File: src/hdl/assert_macros.svh
// Assertion macros used by the tachometer core module.
`ifndef ASSERT_MACROS_SVH
`define ASSERT_MACROS_SVH

// Clocked assertion, switched off while reset is high.
`define ASSERT_CLOCKED(label, clk, rst, prop, msg) \
   label: assert property (@(posedge clk) disable iff (rst) (prop)) else $error(msg);

// Clocked assertion that also holds during reset.
`define ASSERT_ALWAYS(label, clk, prop, msg) \
   label: assert property (@(posedge clk) (prop)) else $error(msg);

`endif

File: src/hdl/ept_pkg.sv
// Types, constants and codes shared by the encoder pulse tachometer modules.
package ept_pkg;

   localparam int COUNT_BITS     = 16;
   localparam int POSITION_BITS  = 32;
   localparam int POS_OUT_BITS   = 32;
   localparam int SPEED_BITS     = 16;
   localparam int WINDOW_BITS    = 8;
   localparam int DIR_BITS       = 2;

   localparam int TENTHS         = 10;
   localparam int PULSES_PER_REV = 14;
   localparam int SCALE_NUM      = TENTHS / 2;
   localparam int SCALE_DEN      = PULSES_PER_REV / 2;

   localparam int X_BITS         = COUNT_BITS + 3;
   localparam int RECIP_SHIFT    = COUNT_BITS + 6;
   localparam int RECIP_BITS     = RECIP_SHIFT - 1;
   localparam int PROD_BITS      = X_BITS + RECIP_BITS;
   localparam int SAT_BITS       = COUNT_BITS + SPEED_BITS;
   localparam logic [RECIP_BITS-1:0] RECIP =
      RECIP_BITS'(((64'd1 << RECIP_SHIFT) + 64'(SCALE_DEN - 1)) / 64'(SCALE_DEN));
   localparam logic [SPEED_BITS-1:0] SPEED_MAX = '1;

   localparam int CSR_ADDR_BITS  = 3;
   localparam int CSR_DATA_BITS  = 32;
   localparam logic [WINDOW_BITS-1:0] WINDOW_RESET = 8'd9;
   localparam logic [0:0] REG_WINDOW = 1'b0;

   localparam int REQ_TDATA_BITS = 8;
   localparam int REQ_TUSER_BITS = 2;
   localparam int RSP_TDATA_BITS = 56;

   typedef enum logic [1:0] {
      CMD_PULSE_A = 2'd0,
      CMD_PULSE_B = 2'd1,
      CMD_TICK    = 2'd2,
      CMD_SET_DIR = 2'd3
   } command_type;

   typedef enum logic [DIR_BITS-1:0] {
      DIR_UNDEF = 2'd0,
      DIR_RIGHT = 2'd1,
      DIR_LEFT  = 2'd2
   } direction_type;

   typedef struct packed {
      logic [POS_OUT_BITS-1:0] position_tenths;
      logic [SPEED_BITS-1:0]   speed_tenths;
      logic [DIR_BITS-1:0]     direction_now;
      logic                    watchdog_level;
   } result_type;

endpackage

File: src/hdl/ept_csr.sv
// Configuration register bank holding the window length.
module ept_csr (
   input  logic                                clock,
   input  logic                                reset,
   input  logic                                csr_psel,
   input  logic                                csr_penable,
   input  logic                                csr_pwrite,
   input  logic [ept_pkg::CSR_ADDR_BITS-1:0]   csr_paddr,
   input  logic [ept_pkg::CSR_DATA_BITS-1:0]   csr_pwdata,
   output logic [ept_pkg::CSR_DATA_BITS-1:0]   csr_prdata,
   output logic                                csr_pready,
   output logic [ept_pkg::WINDOW_BITS-1:0]     window_ticks_minus_one
);

   logic [ept_pkg::WINDOW_BITS-1:0] window_ff;
   logic [ept_pkg::WINDOW_BITS-1:0] window_in;
   logic                            hit;

   assign hit        = (csr_paddr[ept_pkg::CSR_ADDR_BITS-1] == ept_pkg::REG_WINDOW);
   assign csr_pready = 1'b1;

   always_comb begin
      window_in = window_ff;
      if (csr_psel && csr_penable && csr_pwrite && hit) begin
         window_in = csr_pwdata[ept_pkg::WINDOW_BITS-1:0];
      end
   end

   always_ff @(posedge clock) begin
      if (reset) begin
         window_ff <= ept_pkg::WINDOW_RESET;
      end else begin
         window_ff <= window_in;
      end
   end

   assign csr_prdata = hit ? ept_pkg::CSR_DATA_BITS'(window_ff) : '0;
   assign window_ticks_minus_one = window_ff;

endmodule

File: src/hdl/ept_speed.sv
// Speed calculation: larger pulse count scaled to tenths of a turn, saturated.
module ept_speed (
   input  logic [ept_pkg::COUNT_BITS-1:0] pulses_a,
   input  logic [ept_pkg::COUNT_BITS-1:0] pulses_b,
   output logic [ept_pkg::SPEED_BITS-1:0] speed
);

   logic [ept_pkg::COUNT_BITS-1:0] larger;
   logic [ept_pkg::X_BITS-1:0]     scaled;
   logic [ept_pkg::PROD_BITS-1:0]  product;
   logic [ept_pkg::COUNT_BITS-1:0] quotient;

   // Division by the reduced pulse count uses a rounded-up reciprocal that is
   // exact over the whole range of the scaled count.
   always_comb begin
      larger   = (pulses_a > pulses_b) ? pulses_a : pulses_b;
      scaled   = ept_pkg::X_BITS'(larger) * ept_pkg::X_BITS'(ept_pkg::SCALE_NUM);
      product  = ept_pkg::PROD_BITS'(scaled) * ept_pkg::PROD_BITS'(ept_pkg::RECIP);
      quotient = product[ept_pkg::RECIP_SHIFT +: ept_pkg::COUNT_BITS];
      if (ept_pkg::SAT_BITS'(quotient) > ept_pkg::SAT_BITS'(ept_pkg::SPEED_MAX)) begin
         speed = ept_pkg::SPEED_MAX;
      end else begin
         speed = ept_pkg::SPEED_BITS'(quotient);
      end
   end

endmodule

File: src/hdl/ept_core.sv
// Tachometer state: pulse counters, window divider, position, direction, watchdog.
`include "assert_macros.svh"

module ept_core (
   input  logic                             clock,
   input  logic                             reset,
   input  logic                             fire,
   input  ept_pkg::command_type             command,
   input  logic [ept_pkg::DIR_BITS-1:0]     direction_value,
   input  logic [ept_pkg::WINDOW_BITS-1:0]  window_ticks_minus_one,
   output logic                             produces,
   output ept_pkg::result_type              result
);

   logic [ept_pkg::WINDOW_BITS-1:0]   divider_ff,  divider_in;
   logic [ept_pkg::COUNT_BITS-1:0]    pulses_a_ff, pulses_a_in;
   logic [ept_pkg::COUNT_BITS-1:0]    pulses_b_ff, pulses_b_in;
   logic [ept_pkg::POSITION_BITS-1:0] position_ff, position_in;
   ept_pkg::direction_type            direction_ff, direction_in;
   logic                              watchdog_ff, watchdog_in;

   logic [ept_pkg::SPEED_BITS-1:0]    speed;
   logic [ept_pkg::POSITION_BITS-1:0] position_next;
   ept_pkg::direction_type            direction_after;
   ept_pkg::direction_type            direction_set;

   ept_speed u_speed (
      .pulses_a (pulses_a_ff),
      .pulses_b (pulses_b_ff),
      .speed    (speed)
   );

   assign produces = (command == ept_pkg::CMD_TICK) &&
                     (divider_ff >= window_ticks_minus_one);

   always_comb begin
      unique case (direction_ff)
         ept_pkg::DIR_RIGHT:
            position_next = position_ff + ept_pkg::POSITION_BITS'(speed);
         ept_pkg::DIR_LEFT:
            position_next = position_ff - ept_pkg::POSITION_BITS'(speed);
         default:
            position_next = position_ff;
      endcase
      direction_after = (speed == '0) ? ept_pkg::DIR_UNDEF : direction_ff;
      unique case (direction_value)
         ept_pkg::DIR_RIGHT: direction_set = ept_pkg::DIR_RIGHT;
         ept_pkg::DIR_LEFT:  direction_set = ept_pkg::DIR_LEFT;
         default:            direction_set = ept_pkg::DIR_UNDEF;
      endcase
   end

   always_comb begin
      divider_in   = divider_ff;
      pulses_a_in  = pulses_a_ff;
      pulses_b_in  = pulses_b_ff;
      position_in  = position_ff;
      direction_in = direction_ff;
      watchdog_in  = watchdog_ff;
      if (fire) begin
         unique case (command)
            ept_pkg::CMD_PULSE_A: begin
               if (pulses_a_ff != '1) begin
                  pulses_a_in = pulses_a_ff + 1'b1;
               end
            end
            ept_pkg::CMD_PULSE_B: begin
               if (pulses_b_ff != '1) begin
                  pulses_b_in = pulses_b_ff + 1'b1;
               end
            end
            ept_pkg::CMD_SET_DIR: begin
               direction_in = direction_set;
            end
            ept_pkg::CMD_TICK: begin
               if (produces) begin
                  divider_in   = '0;
                  pulses_a_in  = '0;
                  pulses_b_in  = '0;
                  position_in  = position_next;
                  direction_in = direction_after;
                  watchdog_in  = ~watchdog_ff;
               end else begin
                  divider_in = divider_ff + 1'b1;
               end
            end
            default: begin
            end
         endcase
      end
   end

   always_ff @(posedge clock) begin
      if (reset) begin
         divider_ff   <= '0;
         pulses_a_ff  <= '0;
         pulses_b_ff  <= '0;
         position_ff  <= '0;
         direction_ff <= ept_pkg::DIR_UNDEF;
         watchdog_ff  <= 1'b0;
      end else begin
         divider_ff   <= divider_in;
         pulses_a_ff  <= pulses_a_in;
         pulses_b_ff  <= pulses_b_in;
         position_ff  <= position_in;
         direction_ff <= direction_in;
         watchdog_ff  <= watchdog_in;
      end
   end

   assign result.position_tenths = position_next[ept_pkg::POS_OUT_BITS-1:0];
   assign result.speed_tenths    = speed;
   assign result.direction_now   = direction_after;
   assign result.watchdog_level  = ~watchdog_ff;

   `ASSERT_CLOCKED(a_close_clears, clock, reset, fire && produces |=> divider_ff == '0 && pulses_a_ff == '0 && pulses_b_ff == '0, "window close did not clear the counters")
   `ASSERT_CLOCKED(a_close_toggles, clock, reset, fire && produces |=> watchdog_ff != $past(watchdog_ff), "watchdog did not toggle at window close")
   `ASSERT_CLOCKED(a_position_hold, clock, reset, !(fire && produces) |=> $stable(position_ff), "position moved without a window close")

endmodule

File: src/hdl/encoder_pulse_tachometer.sv
// Top level of the encoder pulse tachometer: input register, state core and result register.
//
// The block takes one event transaction per clock cycle: a pulse on channel A or B, a timer
// tick, or a new direction. Every event is held in the input register, where it is
// applied to the counters and position; a tick that closes the window loads the result
// register, so its reading reaches the result channel by way of the input register and
// then the result register. The rate of one event per cycle holds for as long as results
// are taken; a held result stalls only a following window close, which waits in the input
// register while further events back up behind it. The window length register is written
// over the configuration port and should be changed only while no event is in flight.
module encoder_pulse_tachometer (
   input  logic                                clock,
   input  logic                                reset,
   input  logic                                req_tvalid,
   output logic                                req_tready,
   // direction_value [1:0], zero padding above
   input  logic [ept_pkg::REQ_TDATA_BITS-1:0]  req_tdata,
   // command [1:0]
   input  logic [ept_pkg::REQ_TUSER_BITS-1:0]  req_tuser,
   output logic                                rsp_tvalid,
   input  logic                                rsp_tready,
   // position_tenths [31:0], speed_tenths [47:32], direction_now [49:48],
   // watchdog_level [50], zero padding above
   output logic [ept_pkg::RSP_TDATA_BITS-1:0]  rsp_tdata,
   input  logic                                csr_psel,
   input  logic                                csr_penable,
   input  logic                                csr_pwrite,
   input  logic [ept_pkg::CSR_ADDR_BITS-1:0]   csr_paddr,
   input  logic [ept_pkg::CSR_DATA_BITS-1:0]   csr_pwdata,
   output logic [ept_pkg::CSR_DATA_BITS-1:0]   csr_prdata,
   output logic                                csr_pready
);

   logic [ept_pkg::WINDOW_BITS-1:0] window_ticks_minus_one;

   logic                            in_valid_ff, in_valid_in;
   ept_pkg::command_type            command_ff, command_in;
   logic [ept_pkg::DIR_BITS-1:0]    dval_ff, dval_in;

   logic                            rsp_valid_ff, rsp_valid_in;
   ept_pkg::result_type             rsp_data_ff, rsp_data_in;

   logic                            produces;
   logic                            out_free;
   logic                            advance;
   ept_pkg::result_type             result;

   ept_csr u_csr (
      .clock                  (clock),
      .reset                  (reset),
      .csr_psel               (csr_psel),
      .csr_penable            (csr_penable),
      .csr_pwrite             (csr_pwrite),
      .csr_paddr              (csr_paddr),
      .csr_pwdata             (csr_pwdata),
      .csr_prdata             (csr_prdata),
      .csr_pready             (csr_pready),
      .window_ticks_minus_one (window_ticks_minus_one)
   );

   ept_core u_core (
      .clock                  (clock),
      .reset                  (reset),
      .fire                   (advance),
      .command                (command_ff),
      .direction_value        (dval_ff),
      .window_ticks_minus_one (window_ticks_minus_one),
      .produces               (produces),
      .result                 (result)
   );

   assign out_free   = !rsp_valid_ff || rsp_tready;
   assign advance    = in_valid_ff && (!produces || out_free);
   assign req_tready = !in_valid_ff || advance;

   always_comb begin
      in_valid_in = in_valid_ff;
      command_in  = command_ff;
      dval_in     = dval_ff;
      if (req_tready) begin
         in_valid_in = req_tvalid;
         command_in  = ept_pkg::command_type'(req_tuser[1:0]);
         dval_in     = req_tdata[ept_pkg::DIR_BITS-1:0];
      end
      rsp_valid_in = rsp_valid_ff;
      rsp_data_in  = rsp_data_ff;
      if (advance && produces) begin
         rsp_valid_in = 1'b1;
         rsp_data_in  = result;
      end else if (rsp_tready) begin
         rsp_valid_in = 1'b0;
      end
   end

   always_ff @(posedge clock) begin
      if (reset) begin
         in_valid_ff  <= 1'b0;
         rsp_valid_ff <= 1'b0;
      end else begin
         in_valid_ff  <= in_valid_in;
         rsp_valid_ff <= rsp_valid_in;
      end
      command_ff  <= command_in;
      dval_ff     <= dval_in;
      rsp_data_ff <= rsp_data_in;
   end

   assign rsp_tvalid = rsp_valid_ff;
   assign rsp_tdata  = ept_pkg::RSP_TDATA_BITS'({rsp_data_ff.watchdog_level,
                                                 rsp_data_ff.direction_now,
                                                 rsp_data_ff.speed_tenths,
                                                 rsp_data_ff.position_tenths});

endmodule
File: config.mk
export PLATFORM = sky130hd
export DESIGN_NAME = encoder_pulse_tachometer
export DESIGN_NICKNAME = d
export VERILOG_FILES = /design/src/hdl/ept_pkg.sv /design/src/hdl/ept_csr.sv /design/src/hdl/ept_speed.sv /design/src/hdl/ept_core.sv /design/src/hdl/encoder_pulse_tachometer.sv
export VERILOG_INCLUDE_DIRS = /design/src /design/src/hdl
export SDC_FILE = /design/constraint.sdc
export NUM_CORES = 1
export LEC_CHECK = 0
export ABC_CLOCK_PERIOD_IN_PS = 27400
export BUFFER_PORTS_ARGS = -buffer_cell sky130_fd_sc_hd__buf_2
export CAP_MARGIN = 20
export CORE_MARGIN = 5
export CORE_UTILIZATION = 25
export DETAILED_ROUTE_END_ITERATION = 6
export GPL_TIMING_DRIVEN = 0
export MAX_ROUTING_LAYER = met4
export SKIP_CTS_REPAIR_TIMING = 1
export SLEW_MARGIN = 0
export SYNTH_ARGS = -nofsm -noshare
export SYNTH_HDL_FRONTEND = slang
export SYNTH_HIERARCHICAL = 1
export SYNTH_SLANG_ARGS = --single-unit
File: constraint.sdc
create_clock -name clock -period 27.4 [get_ports clock]
set_input_delay 2.74 -clock clock [delete_from_list [all_inputs] [get_ports clock]]
set_output_delay 2.74 -clock clock [all_outputs]
set_load 0.05 [all_outputs]
==> out/metrics.yaml <==
n_antenna_cell: 0
max_cap_violations: 0
worst_slew_pin_slew_ns: 0.8608
wl_per_cell_um: 14.19
cp_data_arrival_time_ns: 15.66
num_io_pins: 143
cts_tree: "yes"
ant_nets: 0
syn_area_per_cell_um2: 8.823
drt-vias-per-instance: 4.629
synthesis.area_um2: 14220
final-setup-viol-count: 0
clockBufferDepth: 2
syn_inst: 1612
start_util: 0.2522
rr_worst_depth: 55
regToRegSetupSlack_ns: 11.91
power_leakage_nw: 7.795
ys_ff_latch: 140
start_kind: "flop"
drv_slew: 0
async_reset_ff_frac: 0
drtIter0Drc: 652
fp.dieW_um: 248.5
vias: 11610
nNetsFinal: 2087
crit_path_end_kind: "flop"
grt_usage: 0.1174
finalCritPeriodShare: 0.5653
num_rows: 87
gp_congestion: 0.9169
maxSlewHeadroom: 0.4220
clock_latency_ns: 0.43
antenna_found_initial: 0
vdd_drop_max_mv: 0.03989
syn_to_final_growth_pct: 14.33
routed_wl_mm: 35.58
status: "complete, no violations"
clock_power_share: 0.467
finalHoldViolations: 0
power_density_nw_per_um2: 29.41
cts_made_buffers: 17
drc_errors: 0
period_minus_slack_ns: 15.49
p_seq_frac: 0.453
crit_family: "adder cells"
synth_common_cells: "ha_1, inv_1, nand2_1"
r2r-end: "rsp_tdata[31]"
grt_pass1_wl_mm: 59.54
comb_power_share: 0.080
crit_type: "reg2reg"
grt_max_degree: 38
hold_end: "u_core/position_ff[0]"
finalClockSkew_ns: 0.01188
holdPathStages: 2
synth_area_leader_cell: "ha_1"
path_clk_slew_ns: 0.06
dp_hpwl_mm: 29.02
worst-path-max-fanout: 10
post-route-util: 0.2884
root_buffer: "clkbuf_16"
die_h_um: 248.5
synth_area_leaders: "ha_1, dfxtp_1, edfxtp_1, fa_1, inv_1"
coreArea_um2: 56390
synth_enable_flop_cells: 55
yosysMostFrequentCell: "ha_1"
synth_top_area_share: 0.1988
grt_overflow_total: 0
timing.critical_path.buf_inv: 6
timing.rr.start: "u_core/pulses_b_ff[7]"
port_buffers: 80
dr.pass1.iters: 6
drive_above_1_share: 0.1096
clock-sinks: 140
worstHoldPathType: "reg2reg"
die_area_um2: 61760
p_int_w: 0.0003540
hold_path.startpoint: "u_core/position_ff[0]"
synth.distinct_cells: 84
ys_warn_count: 6
critical_path.most_common_cell: "ha_1"
p_sw_frac: 0.2596
setup_tns_ns: 0
fmax_mhz: 64.56
crit_path_max_incr_delay_ns: 0.56
rsz0062_at_grt: "no"
power.switching_w: 0.0001242
crit_required_ns: 27.57
crit_slowest_cell: "fa_1"
grt_pass1_vias: 11960
cts-htree-levels: 4
timing.hold.ws_ns: 0.4741
synth_ff_type: "dfxtp_1"
ys_seq_area_frac: 0.2358
[tightest hold or removal path, delay by kind of cell, from the launching register on]
| family | cells | cell delay [ns] |
|---|---|---|
| flip-flops | 1 | 0.32 |
| AND/OR/NAND/NOR | 1 | 0.06 |
| AO/OA/AOI/OAI | 1 | 0.05 |
[layout make-up]
class                      count  area, um^2
buffer                        73       404.1
clock buffer                  17       425.4
tap                          756       945.9
timing repair buffer          81       420.4
fill                        6030       40130
multi-input combinational   1228        9831
clock inverter                15       137.6
inverter                     198       743.2
sequential                   140        3353
[cells in the final DEF, fill, tap and decap left out, drive strengths merged, types with 7 or more instances in the layout]
cell    netlist  layout
a211oi        8       8
a21o         47      47
a21oi        91      91
a31oi        16      16
and2         14      14
and2b         8       8
and3         18      18
buf          36     117
clkbuf       37      54
clkinv        2       7
conb          3      30
dfxtp        85      85
edfxtp       55      55
fa           70      70
ha          226     226
inv         196     202
mux2i        14      14
nand2       126     126
nand2b       28      28
nand3        36      36
nand4        28      28
nor2        124     124
nor2b        12      12
nor3         31      31
nor4          9       9
o21a         11      11
o21ai        80      80
o21bai        8       8
or2           8       8
or3           7       7
xnor2        56      56
xor2         45      45
[state kept, by name (all words and copies together) (netlist names), 2 cells and up]
register	flops
u_core/divider_ff	8
u_core/direction_ff	2
command_ff	2
rsp_tdata	51
u_core/position_ff	32
dval_ff	2
u_core/pulses_b_ff	16
u_core/pulses_a_ff	16
u_csr/window_ticks_minus_one	8
[worst max-delay path by stage]
stage | startpoint | cells after the start | endpoint | slack, ns
after detailed placement | u_core/pulses_b_ff[7] | 55 | rsp_tdata[31] | 12.09
final | u_core/pulses_b_ff[7] | 55 | rsp_tdata[31] | 11.91
after floorplan | u_core/pulses_b_ff[7] | 56 | rsp_tdata[25] | 14.52
after global routing | u_core/pulses_b_ff[7] | 55 | rsp_tdata[31] | 11.09
after global placement | u_core/pulses_b_ff[7] | 55 | rsp_tdata[31] | 12.25
after CTS | u_core/pulses_b_ff[7] | 55 | rsp_tdata[31] | 12.02
[stage by stage]
step	worst slack, ns	instance area [um^2]	std cells	power [W]
after detailed placement	12.09	15700	2476	0.0002592
after global placement	12.25	15670	2475	0.0002587
after CTS	12.02	16260	2508	0.0004839
after floorplan	14.52	14320	1639	0.0002509
after global routing	11.09	16260	2508	0.0004958
final	11.91	16260	2508	0.0004782
[cells by family (layout without fill, tap and decap cells)]
logic type,count (synthesis),in the layout,synth area share
buffers and inverters,271,384,0.08067
xor gates and xnor gates,101,101,0.06220
muxes,18,18,0.01302
adders and majority gates,296,296,0.2974
and+or+nand+nor,469,469,0.1667
DFF,140,140,0.2358
other,3,30,0.0007917
AOI/OAI and AO/OA,314,314,0.1435
[per-layer routing]
layer  track usage  vias up  wire, um
li1              -     5758         -
met1        0.1466     5543     16050
met2        0.2020      281     17490
met3       0.01933       27      1649
met4       0.02349        0       386
met5             -        -         0
[power groups by stage]
stage / clock network [W] / registers, W / logic, W
2_1_floorplan: 0 / 0.000221 / 0.0000299
3_3_place_gp: 0 / 0.000221 / 0.0000374
3_5_place_dp: 0 / 0.000221 / 0.0000378
4_1_cts: 0.000229 / 0.000217 / 0.0000379
5_1_grt: 0.000238 / 0.000217 / 0.0000414
6_report: 0.000223 / 0.000217 / 0.0000382
No activity file was read; power rests on OpenSTA's default activity.
